### config.mk
export PLATFORM = sky130hd
export DESIGN_NAME = battery_alert_sequencer_unit
export DESIGN_NICKNAME = d
export VERILOG_FILES = /design/src/sv/bas_pkg.sv /design/src/sv/bas_cfg_regs.sv /design/src/sv/bas_step.sv /design/src/sv/battery_alert_sequencer_unit.sv
export SDC_FILE = /design/constraint.sdc
export NUM_CORES = 1
export LEC_CHECK = 0
export ABC_CLOCK_PERIOD_IN_PS = 5800
export BUFFER_PORTS_ARGS = -buffer_cell sky130_fd_sc_hd__buf_2
export CAP_MARGIN = 20
export CORE_MARGIN = 4
export CORE_UTILIZATION = 40
export DETAILED_ROUTE_END_ITERATION = 12
export PLACE_DENSITY_LB_ADDON = 0.05
export SYNTH_ARGS = -nofsm -noshare
export SYNTH_HDL_FRONTEND = slang
export SYNTH_HIERARCHICAL = 1
export SYNTH_SLANG_ARGS = --single-unit
### constraint.sdc
create_clock -name clk_i -period 5.8 [get_ports clk_i]
set_clock_uncertainty 0.2 [all_clocks]
set_input_delay 0.58 -clock clk_i [delete_from_list [all_inputs] [get_ports clk_i]]
set_output_delay 0.58 -clock clk_i [all_outputs]
set_load 0.05 [all_outputs]
### src/sv/bas_pkg.sv
// Shared types, constants and helpers for the battery alert sequencer.
// No dependencies; every other file in sv/ imports this package.

package bas_pkg;

  localparam int unsigned MsW    = 12;
  localparam int unsigned LevelW = 7;
  localparam int unsigned CountW = 4;
  localparam int unsigned PhaseW = 3;
  localparam int unsigned CfgIdxW = 3;

  localparam logic [MsW-1:0] ElapsedMax = '1;

  localparam logic [MsW-1:0]    StartupDelayRst = MsW'(50 * 45);
  localparam logic [MsW-1:0]    BlinkPeriodRst  = MsW'(140);
  localparam logic [LevelW-1:0] LowLevelRst     = LevelW'(5);
  localparam logic [LevelW-1:0] CritLevelRst    = LevelW'(1);
  localparam logic [CountW-1:0] FlashTogglesRst = CountW'(6);
  localparam logic [CountW-1:0] AlertTogglesRst = CountW'(10);

  typedef enum logic [1:0] {
    CMD_TICK  = 2'd0,
    CMD_START = 2'd1,
    CMD_STOP  = 2'd2
  } cmd_e;

  typedef enum logic [CfgIdxW-1:0] {
    CFG_STARTUP_DELAY = 3'd0,
    CFG_BLINK_PERIOD  = 3'd1,
    CFG_LOW_LEVEL     = 3'd2,
    CFG_CRIT_LEVEL    = 3'd3,
    CFG_FLASH_TOGGLES = 3'd4,
    CFG_ALERT_TOGGLES = 3'd5
  } cfg_idx_e;

  typedef enum logic [6:0] {
    PH_OFF       = 7'b0000001,
    PH_CHECK     = 7'b0000010,
    PH_STARTUP   = 7'b0000100,
    PH_FLASH     = 7'b0001000,
    PH_PON_ALERT = 7'b0010000,
    PH_RUNTIME   = 7'b0100000,
    PH_RT_ALERT  = 7'b1000000
  } phase_e;

  localparam logic [PhaseW-1:0] CodeOff      = 3'd0;
  localparam logic [PhaseW-1:0] CodeCheck    = 3'd1;
  localparam logic [PhaseW-1:0] CodeStartup  = 3'd2;
  localparam logic [PhaseW-1:0] CodeFlash    = 3'd3;
  localparam logic [PhaseW-1:0] CodePonAlert = 3'd4;
  localparam logic [PhaseW-1:0] CodeRuntime  = 3'd5;
  localparam logic [PhaseW-1:0] CodeRtAlert  = 3'd6;

  typedef struct packed {
    logic [MsW-1:0]    startup_delay_ms;
    logic [MsW-1:0]    blink_period_ms;
    logic [LevelW-1:0] low_level;
    logic [LevelW-1:0] critical_level;
    logic [CountW-1:0] flash_toggles;
    logic [CountW-1:0] alert_toggles;
  } cfg_t;

  typedef struct packed {
    logic [1:0]        cmd;
    logic [LevelW-1:0] charge_pct;
    logic              level_valid;
    logic              need_charge_stored;
  } item_t;

  typedef struct packed {
    phase_e            phase;
    logic [MsW-1:0]    elapsed_ms;
    logic [CountW-1:0] toggle_count;
    logic              need_charge;
  } seq_state_t;

  typedef struct packed {
    logic [PhaseW-1:0] phase;
    logic              buzzer_on;
    logic              led_power_pulse;
    logic              store_request;
    logic              need_charge;
    logic              runtime_alert_pulse;
    logic              shutdown_pulse;
    logic              power_on_done;
  } result_t;

  function automatic logic [PhaseW-1:0] phase_code(input phase_e ph);
    logic [PhaseW-1:0] code;
    unique case (ph)
      PH_OFF:       code = CodeOff;
      PH_CHECK:     code = CodeCheck;
      PH_STARTUP:   code = CodeStartup;
      PH_FLASH:     code = CodeFlash;
      PH_PON_ALERT: code = CodePonAlert;
      PH_RUNTIME:   code = CodeRuntime;
      PH_RT_ALERT:  code = CodeRtAlert;
      default:      code = CodeOff;
    endcase
    return code;
  endfunction

endpackage

### src/sv/bas_cfg_regs.sv
// Configuration register file of the battery alert sequencer.
// Depends on bas_pkg for the register indexes, reset values and cfg_t.

module bas_cfg_regs import bas_pkg::*; (
  input  logic               clk_i,
  input  logic               rst_ni,
  input  logic               wr_en_i,
  input  logic [CfgIdxW-1:0] wr_index_i,
  input  logic [MsW-1:0]     wr_data_i,
  output cfg_t               cfg_o
);

  cfg_t cfg_q, cfg_d;

  always_comb begin
    cfg_d = cfg_q;
    if (wr_en_i) begin
      unique case (wr_index_i)
        CFG_STARTUP_DELAY: cfg_d.startup_delay_ms = wr_data_i;
        CFG_BLINK_PERIOD:  cfg_d.blink_period_ms  = wr_data_i;
        CFG_LOW_LEVEL:     cfg_d.low_level        = wr_data_i[LevelW-1:0];
        CFG_CRIT_LEVEL:    cfg_d.critical_level   = wr_data_i[LevelW-1:0];
        CFG_FLASH_TOGGLES: cfg_d.flash_toggles    = wr_data_i[CountW-1:0];
        CFG_ALERT_TOGGLES: cfg_d.alert_toggles    = wr_data_i[CountW-1:0];
        default:           cfg_d = cfg_q;
      endcase
    end
  end

  always_ff @(posedge clk_i or negedge rst_ni) begin
    if (!rst_ni) begin
      cfg_q.startup_delay_ms <= StartupDelayRst;
      cfg_q.blink_period_ms  <= BlinkPeriodRst;
      cfg_q.low_level        <= LowLevelRst;
      cfg_q.critical_level   <= CritLevelRst;
      cfg_q.flash_toggles    <= FlashTogglesRst;
      cfg_q.alert_toggles    <= AlertTogglesRst;
    end else begin
      cfg_q <= cfg_d;
    end
  end

  assign cfg_o = cfg_q;

endmodule

### src/sv/bas_step.sv
// Next-state and result logic for one request of the battery alert sequencer.
// Depends on bas_pkg for cfg_t, item_t, seq_state_t, result_t and the codes.

module bas_step import bas_pkg::*; (
  input  cfg_t       cfg_i,
  input  item_t      item_i,
  input  seq_state_t state_i,
  output seq_state_t state_o,
  output result_t    result_o
);

  seq_state_t st;
  logic led_pulse, store_req, rt_pulse, shut_pulse;
  logic [CountW-1:0] tog_inc;

  assign tog_inc = state_i.toggle_count + CountW'(1);

  always_comb begin
    st         = state_i;
    led_pulse  = 1'b0;
    store_req  = 1'b0;
    rt_pulse   = 1'b0;
    shut_pulse = 1'b0;
    case (item_i.cmd)
      CMD_START: begin
        st.need_charge = item_i.need_charge_stored;
        st.phase       = PH_CHECK;
      end
      CMD_STOP: begin
        st.phase = PH_OFF;
      end
      CMD_TICK: begin
        if (state_i.elapsed_ms != ElapsedMax) begin
          st.elapsed_ms = state_i.elapsed_ms + MsW'(1);
        end
        if (item_i.level_valid) begin
          unique case (state_i.phase)
            PH_OFF: ;
            PH_CHECK: begin
              if (!state_i.need_charge && item_i.charge_pct > cfg_i.low_level) begin
                st.phase = PH_STARTUP;
              end else begin
                // Fresh low reading: raise the flag and ask for it to be saved.
                if (!state_i.need_charge) begin
                  st.need_charge = 1'b1;
                  store_req      = 1'b1;
                end
                led_pulse = 1'b1;
                st.phase  = PH_PON_ALERT;
              end
              st.elapsed_ms   = '0;
              st.toggle_count = '0;
            end
            PH_STARTUP: begin
              if (st.elapsed_ms > cfg_i.startup_delay_ms) begin
                st.phase        = PH_FLASH;
                st.elapsed_ms   = '0;
                st.toggle_count = '0;
              end
            end
            PH_FLASH: begin
              if (st.elapsed_ms > cfg_i.blink_period_ms) begin
                st.elapsed_ms   = '0;
                st.toggle_count = tog_inc;
                if (tog_inc >= cfg_i.flash_toggles) begin
                  st.phase        = PH_RUNTIME;
                  st.toggle_count = '0;
                end
              end
            end
            PH_RUNTIME: begin
              if (item_i.charge_pct <= cfg_i.critical_level) begin
                st.need_charge  = 1'b1;
                store_req       = 1'b1;
                rt_pulse        = 1'b1;
                st.phase        = PH_RT_ALERT;
                st.elapsed_ms   = '0;
                st.toggle_count = '0;
              end
            end
            PH_PON_ALERT, PH_RT_ALERT: begin
              if (st.elapsed_ms > cfg_i.blink_period_ms) begin
                st.elapsed_ms   = '0;
                st.toggle_count = tog_inc;
                // Toggle count is kept on shutdown; buzzer follows the phase.
                if (tog_inc >= cfg_i.alert_toggles) begin
                  shut_pulse = 1'b1;
                  st.phase   = PH_OFF;
                end
              end
            end
            default: st.phase = PH_OFF;
          endcase
        end
      end
      default: ;
    endcase
  end

  assign state_o = st;

  assign result_o.phase               = phase_code(st.phase);
  assign result_o.buzzer_on           = ((st.phase == PH_PON_ALERT) ||
                                         (st.phase == PH_RT_ALERT)) && st.toggle_count[0];
  assign result_o.led_power_pulse     = led_pulse;
  assign result_o.store_request       = store_req;
  assign result_o.need_charge         = st.need_charge;
  assign result_o.runtime_alert_pulse = rt_pulse;
  assign result_o.shutdown_pulse      = shut_pulse;
  assign result_o.power_on_done       = (st.phase == PH_RUNTIME);

endmodule

### src/sv/battery_alert_sequencer_unit.sv
// Top level of the battery alert sequencer: request register, sequencer state,
// result register. Depends on bas_pkg, bas_cfg_regs and bas_step.

// Every request (a millisecond tick, a start or a stop) produces exactly one
// result. The block sustains one request per clock cycle while the output side
// is not stalled: a request is held in the input register, is evaluated
// combinationally against the sequencer state by bas_step, and is written into
// the result register once the output side is free, where its result shows on
// the outputs. The limit on rate is that single state update per cycle.
// in_ready_o stays high while the input register is empty or the result
// register is empty or being drained, so both registers fill before the input
// side stalls. Configuration writes are always taken (cfg_ready_o is tied
// high) and must only be issued while no request is in flight. There is no
// clearing pass after reset.

module battery_alert_sequencer_unit import bas_pkg::*; (
  input  logic               clk_i,
  input  logic               rst_ni,
  // configuration write channel
  input  logic               cfg_valid_i,
  output logic               cfg_ready_o,
  input  logic [CfgIdxW-1:0] cfg_index_i,
  input  logic [MsW-1:0]     cfg_data_i,
  // request channel
  input  logic               in_valid_i,
  output logic               in_ready_o,
  input  logic [1:0]         cmd_i,
  input  logic [LevelW-1:0]  charge_pct_i,
  input  logic               level_valid_i,
  input  logic               need_charge_stored_i,
  // result channel
  input  logic               out_ready_i,
  output logic               out_valid_o,
  output logic [PhaseW-1:0]  phase_o,
  output logic               buzzer_on_o,
  output logic               led_power_pulse_o,
  output logic               store_request_o,
  output logic               need_charge_o,
  output logic               runtime_alert_pulse_o,
  output logic               shutdown_pulse_o,
  output logic               power_on_done_o
);

  cfg_t       cfg;
  item_t      item_q;
  logic       item_valid_q;
  seq_state_t state_q, state_d;
  result_t    res_d, res_q;
  logic       res_valid_q;
  logic       advance;
  logic       in_take;

  assign cfg_ready_o = 1'b1;

  bas_cfg_regs u_cfg (
    .clk_i      (clk_i),
    .rst_ni     (rst_ni),
    .wr_en_i    (cfg_valid_i),
    .wr_index_i (cfg_index_i),
    .wr_data_i  (cfg_data_i),
    .cfg_o      (cfg)
  );

  // Advance the held request into the result register when that slot frees up.
  assign advance    = item_valid_q && (!res_valid_q || out_ready_i);
  assign in_ready_o = !item_valid_q || advance;
  assign in_take    = in_valid_i && in_ready_o;

  always_ff @(posedge clk_i or negedge rst_ni) begin
    if (!rst_ni) begin
      item_valid_q <= 1'b0;
    end else if (in_take) begin
      item_valid_q <= 1'b1;
    end else if (advance) begin
      item_valid_q <= 1'b0;
    end
  end

  // Request payload: hold until evaluated.
  always_ff @(posedge clk_i) begin
    if (in_take) begin
      item_q.cmd                <= cmd_i;
      item_q.charge_pct         <= charge_pct_i;
      item_q.level_valid        <= level_valid_i;
      item_q.need_charge_stored <= need_charge_stored_i;
    end
  end

  bas_step u_step (
    .cfg_i    (cfg),
    .item_i   (item_q),
    .state_i  (state_q),
    .state_o  (state_d),
    .result_o (res_d)
  );

  // Sequencer state changes only when a request is evaluated.
  always_ff @(posedge clk_i or negedge rst_ni) begin
    if (!rst_ni) begin
      state_q.phase        <= PH_OFF;
      state_q.elapsed_ms   <= '0;
      state_q.toggle_count <= '0;
      state_q.need_charge  <= 1'b0;
    end else if (advance) begin
      state_q <= state_d;
    end
  end

  always_ff @(posedge clk_i or negedge rst_ni) begin
    if (!rst_ni) begin
      res_valid_q <= 1'b0;
    end else if (advance) begin
      res_valid_q <= 1'b1;
    end else if (out_ready_i) begin
      res_valid_q <= 1'b0;
    end
  end

  always_ff @(posedge clk_i) begin
    if (advance) begin
      res_q <= res_d;
    end
  end

  assign out_valid_o           = res_valid_q;
  assign phase_o               = res_q.phase;
  assign buzzer_on_o           = res_q.buzzer_on;
  assign led_power_pulse_o     = res_q.led_power_pulse;
  assign store_request_o       = res_q.store_request;
  assign need_charge_o         = res_q.need_charge;
  assign runtime_alert_pulse_o = res_q.runtime_alert_pulse;
  assign shutdown_pulse_o      = res_q.shutdown_pulse;
  assign power_on_done_o       = res_q.power_on_done;

endmodule
==> results of run 1 <==
worst paths after layout:
path,to,from,cells past startpoint,slack (ns)
max in group asynchronous,u_cfg/cfg_o[10],rst_ni,2,4.53
max,state_q[5],state_q[5],17,0.91
max reg2reg,state_q[5],state_q[5],17,0.91
min,item_q[6],charge_pct_i[4],1,0.21
min reg2reg,u_cfg/cfg_o[13],u_cfg/cfg_o[13],1,0.31
min in group asynchronous,state_q[14],rst_ni,2,0.25
stage by stage:
step | util (%) | total power (W)
floorplan | - | 0.00128
global placement | 43.0 | 0.00141
detailed placement | 43.0 | 0.00144
global route | 44.9 | 0.00212
finish | 44.9 | 0.00198
CTS | 44.9 | 0.00201
cells in the final DEF (no fill, tap or decap), drive strengths merged, types with 6 or more instances in the layout:
master | netlist | final
mux2 | 71 | 71
inv | 60 | 61
dfrtp | 56 | 56
nand2 | 50 | 50
ha | 48 | 48
buf | 11 | 43
o21ai | 31 | 31
a21oi | 30 | 30
edfxtp | 21 | 21
nor2 | 21 | 21
dfstp | 16 | 16
nand3 | 13 | 13
nor3 | 13 | 13
clkbuf | 6 | 10
nand2b | 7 | 7
xor2 | 6 | 6
nand4 | 6 | 6
and3 | 6 | 6
critical path, cell delays in order (launching register included):
cell	delay, ns
dfrtp_1	0.45
ha_1	0.19
and2_0	0.27
nand3_1	0.16
or2_2	0.42
nand2_1	0.17
nor2_1	0.09
xor2_1	0.23
ha_1	0.29
a21oi_1	0.12
o21ai_0	0.13
o311ai_2	0.68
o21ai_0	0.33
and4_2	0.43
nor2_1	0.23
nand2_1	0.09
o21ai_0	0.18
mux2_4	0.17
synthesized netlist by cell type (4+ instances only):
| cell | number | area share [%] |
|---|---|---|
| a21oi_1 | 29 | 2.5 |
| and3_1 | 5 | 0.53 |
| buf_4 | 6 | 0.76 |
| buf_6 | 5 | 0.95 |
| clkbuf_1 | 6 | 0.38 |
| dfrtp_1 | 56 | 24 |
| dfstp_2 | 16 | 7.1 |
| edfxtp_1 | 21 | 11 |
| ha_1 | 48 | 10 |
| inv_1 | 59 | 3.7 |
| mux2_2 | 42 | 8.0 |
| mux2_4 | 29 | 7.4 |
| nand2_1 | 49 | 3.1 |
| nand2b_1 | 6 | 0.63 |
| nand3_1 | 13 | 1.1 |
| nand4_1 | 6 | 0.63 |
| nor2_1 | 21 | 1.3 |
| nor3_1 | 13 | 1.1 |
| nor4_1 | 4 | 0.42 |
| o211ai_1 | 4 | 0.51 |
| o21ai_0 | 22 | 1.9 |
| o21ai_1 | 7 | 0.59 |
| or3_1 | 4 | 0.42 |
| xnor2_1 | 4 | 0.59 |
| xor2_1 | 6 | 0.89 |
cells by family after synthesis:
family          after synthesis  synth area share (%)
simple gates                151                  14.0
compound gates              102                  11.6
flops                        93                  41.4
buf+inv                      78                  5.96
mux                          71                  15.3
fa+ha+maj                    48                  10.1
xor+xnor                     10                  1.48
other cells                   1                0.0633
flip-flops by register name, summed over array words and instances, names as in the netlist:
| signal | flops |
|---|---|
| u_cfg/cfg_o | 46 |
| state_q | 24 |
| item_q | 11 |
| phase_o | 3 |
| buzzer_on_o | 1 |
| item_valid_q | 1 |
| led_power_pulse_o | 1 |
| need_charge_o | 1 |
| out_valid_o | 1 |
| power_on_done_o | 1 |
| runtime_alert_pulse_o | 1 |
| shutdown_pulse_o | 1 |
| store_request_o | 1 |
layer usage:
layer	track usage [%]	up-vias	part of all wire, %
li1	-	2051	-
met1	22.6	2001	48
met2	25.9	74	47
met3	2.68	16	3.0
met4	6.36	0	1.8
met5	0	-	0
power groups by stage:
stage / logic [W] / clock network, W / registers [W]
floorplan: 0.000405 / 0 / 0.000879
global placement: 0.000534 / 0 / 0.000877
detailed placement: 0.000553 / 0 / 0.000883
CTS: 0.000556 / 0.000580 / 0.000871
global route: 0.000626 / 0.000606 / 0.000887
finish: 0.000551 / 0.000559 / 0.000870
layout make-up:
| class | instances | area (µm²) | share of cell area [%] |
|---|---|---|---|
| multi-input cells | 383 | 3120 | 47.8 |
| repair buffers | 43 | 218 | 3.34 |
| flip-flops and latches | 93 | 2450 | 37.6 |
| well taps | 184 | 230 | 3.53 |
| inverters | 61 | 229 | 3.51 |
| clock buffers | 10 | 229 | 3.51 |
| clock inverters | 6 | 48.8 | 0.748 |
==> impl_metrics.yaml, run 1 <==
cts:
  post-cts-setup-buffers: 0
  cts_tree: "yes"
  h-tree-depth: 3
  cts.clk_slew.worst_paths_ns: 0.07
  clkSinkCount: 93
  clock_path_buffers: 2
  insertion_delay_ns: 0.35
  cts_buffers: 9
  post_cts_resized: 0
  root_buffer: "clkbuf_16"
  cts_hold_buf: 0
floorplanning:
  num_io_pins: 44
  dieArea_um2: 16800
  rows: 44
  die_h_um: 130
  core_area_um2: 14500
  initial_core_util_pct: 40.8
  die_w_um: 130
cells_and_area:
  nets: 670
  stdcell_area_um2: 6530
  antenna_cells: 0
  drive_above_1_share_pct: 27.5
  syn_to_final_growth_pct: 10.2
  fillers: 1395
  finalNonFillerCells: 780
sta:
  rsz0062_at_grt: "no"
  hold_viol: 0
  hold_ws_ns: 0.208
  min_period_over_period_pct: 84.4
  final.min_clock_period_ns: 4.89
  worst_slew_pin_slew_ns: 1.02
  fmax_mhz: 204
  setup_viol: 0
  relSlewSlack_pct: 31.7
  maxSlewViolCount: 0
  tns_ns: 0
  worst_slack_ns: 0.906
global_route:
  grt_use_total_pct: 16.4
  grt_pass1_vias: 4089
  grt_overflow: 0
  grt_max_degree: 73
  grt_pass1_wl_um: 21500
  antenna_found_initial: 0
worst_setup_path:
  cp_data_required_time_ns: 5.88
  start_kind: "flop"
  crit_arrival_ns: 4.98
  cp-end-kind: "flop"
  cp_max_fo: 13
  path_class: "reg -> reg"
pwr:
  powerDensity_nw_per_um2: 303
  p_sw_w: 0.000639
  seqPwrFrac_pct: 43.9
  clkPwrFrac_pct: 28.2
  comb_power_share_pct: 27.8
  leakagePower_nw: 3.00
  ir_worst_vdd_mv: 0.138
  swShare_pct: 32.3
  p_int_w: 0.00134
detailed_routing:
  antenna_left: 0
  via_count: 4142
  drt_pass1_iterations: 5
  wl_per_cell_um: 16.7
  drtIter0Drc: 213
  drc: 0
  routed_wirelength_um: 13000
  routed_via_density: 5.31
flow_run:
  maxCapViolCount: 0
yosys:
  yosysWarnings: 6
  async_reset_ff_share_pct: 77.4
  avgSynthCellArea_um2: 10.7
  synth-edff-count: 21
  ys_ff_latch: 93
  yosysUniqueCellTypes: 76
  synthFlopType: "dfrtp_1"
  ys_seq_area_share_pct: 41.4
  netlist_instances: 554
  synth_area_um2: 5920
  syn-num-nets: 633
placed_design:
  place_ws_ns: 0.985
  dp_hpwl_um: 9790
  routabilityCongestion: 0.885
  port-buffer-count: 42
  dpl_cell_area_um2: 6250
  place_inst: 764
outcome:
  status: "finished clean"
min_path:
  hold_path.class: "in -> reg"
Power figures use the tool's default switching activity.
==> run 2, diff against run 1 <==
Settings changed: ABC_CLOCK_PERIOD_IN_PS 5800 to 4700.
Clock period 5.8 ns to 4.7 ns, I/O delays scaled along.
==> impl_metrics.yaml, run 2 (synthesis gave the netlist of run 1 again) <==
worst_setup_path:
  path_class: "reg -> reg"
  start_kind: "flop"
  cp_data_required_time_ns: 4.64
  cp-end-kind: "flop"
  crit_arrival_ns: 4.43
  cp_max_fo: 10
cells_and_area:
  syn_to_final_growth_pct: 13.5
  largest_reg_flops: 46
  multi_input_area_um2: 3210
  drive_above_1_share_pct: 29.9
  nets: 677
  register_area_um2: 2450
  layout_commonest_cell: "inv_1"
  final_cell_mix: "59 x inv_1, 55 x dfrtp_1, 49 x nand2_1"
  antenna_cells: 0
  fillers: 1416
  finalNonFillerCells: 787
sta:
  relSlewSlack_pct: 37.8
  worst_slew_pin_slew_ns: 0.929
  min_period_over_period_pct: 95.4
  maxSlewViolCount: 0
  final.min_clock_period_ns: 4.48
  rsz0062_at_grt: "no"
  fmax_mhz: 223
  setup_viol: 0
  hold_viol: 0
cts:
  h-tree-depth: 3
  cts_buffers: 9
  cts.clk_slew.worst_paths_ns: 0.07
  insertion_delay_ns: 0.35
  clkSinkCount: 93
  root_buffer: "clkbuf_16"
  clock_path_buffers: 2
  cts_tree: "yes"
global_route:
  grt_use_total_pct: 16.3
  grt_max_degree: 44
  antenna_found_initial: 0
  grt_pass1_wl_um: 21200
  grt_overflow: 0
  grt_pass1_vias: 4011
detailed_routing:
  wl_per_cell_um: 17.2
  drt_pass1_iterations: 4
  drc: 0
  antenna_left: 0
  routed_via_density: 5.30
  via_count: 4174
  routed_wirelength_um: 13500
  drtIter0Drc: 204
min_path:
  hold_path.class: "in -> reg"
placed_design:
  port-buffer-count: 42
  place_inst: 768
  routabilityCongestion: 0.901
  dp_hpwl_um: 9810
pwr:
  power_w: 0.00260
  powerDensity_nw_per_um2: 387
  leakagePower_nw: 3.08
  ir_worst_vdd_mv: 0.238
floorplanning:
  die_w_um: 130
  num_io_pins: 44
  initial_core_util_pct: 40.8
  die_h_um: 130
  core_area_um2: 14500
  rows: 44
  dieArea_um2: 16800
flow_run:
  maxCapViolCount: 0
outcome:
  status: "finished clean"
-- run 2: changes by cell type in the layout (fill, tap and decap cells not counted), sizes merged --
cell         previous run  this run
buf                    43        48
bufinv                  0         2
clkinv                  4         1
clkbuf                 10        13
clkinvlp                2         0
o311ai                  3         4
dlygate4sd3             0         1
-- run 2: layer usage --
| metal | wire, µm | part of all wire (%) | vias to the layer above | GRT usage (%) |
|---|---|---|---|---|
| li1 | - | - | 2089 | - |
| met1 | 6700 | 49 | 2011 | 24.0 |
| met2 | 6150 | 45 | 61 | 24.6 |
| met3 | 476 | 3.5 | 13 | 2.18 |
| met4 | 215 | 1.6 | 0 | 6.11 |
| met5 | 0 | 0 | - | 0 |
-- run 2: layout make-up --
class	instances	share of cell area, %
multi-input cells	384	47.7
flip-flops and latches	93	36.5
clock buffers	13	4.04
repair buffers	49	3.95
well taps	184	3.43
inverters	61	3.41
clock inverters	3	0.987
-- run 2: path summary, 6_finish.rpt --
path                                 start              end  slack, ns  cells past startpoint
setup / recovery                state_q[9]       phase_o[0]       0.22                     15
hold / removal             charge_pct_i[4]        item_q[6]       0.09                      1
setup reg to reg                state_q[9]       phase_o[0]       0.22                     15
hold reg to reg            u_cfg/cfg_o[13]  u_cfg/cfg_o[13]       0.31                      1
max in group asynchronous           rst_ni  u_cfg/cfg_o[20]       2.73                      3
min in group asynchronous           rst_ni      state_q[15]       0.50                      2
-- run 2: critical path, cell delays in order (launching register included) --
cell and delay (ns):
dfrtp_1 0.42, and3_1 0.22, and3_1 0.22, nand3_1 0.13, or2_4 0.33, mux2_2 0.32, ha_1 0.31, nor2b_1 0.13
o211ai_1 0.09, a2111o_1 0.39, a21o_4 0.24, a21oi_2 0.25, nand3_1 0.18, nand3_1 0.11, or3b_1 0.37, a2111oi_2 0.38
-- run 2: metrics by stage --
stage	util, %	instance area, µm²	setup slack [ns]	hold WS (ns)	setup TNS, ns
final	46.2	6720	0.217	0.0946	0
after global routing	46.2	6720	0.0188	0.0814	0
after floorplan	-	5920	0.427	-0.0256	0
after CTS	45.7	6640	0.0626	0.0793	0
after detailed placement	43.2	6280	-0.0535	0.294	-0.190
after global placement	43.2	6280	0.0705	0.292	0
-- run 2: what timing repair did --
item,CTS,global route
pin swaps,0,1
hold endpoints to repair,22,0
gates cloned,0,1
setup endpoints to repair,5,8
resized for setup,2,15
buffers inserted,0,1
hold buffers,1,0
-- run 2: report_power, final --
group | total, W | switching, W | internal [W]
Clock | 0.000822 | 0.000308 | 0.000514
Sequential | 0.00107 | 0.0000888 | 0.000979
Combinational | 0.000713 | 0.000389 | 0.000325
Total | 0.00260 | 0.000786 | 0.00182
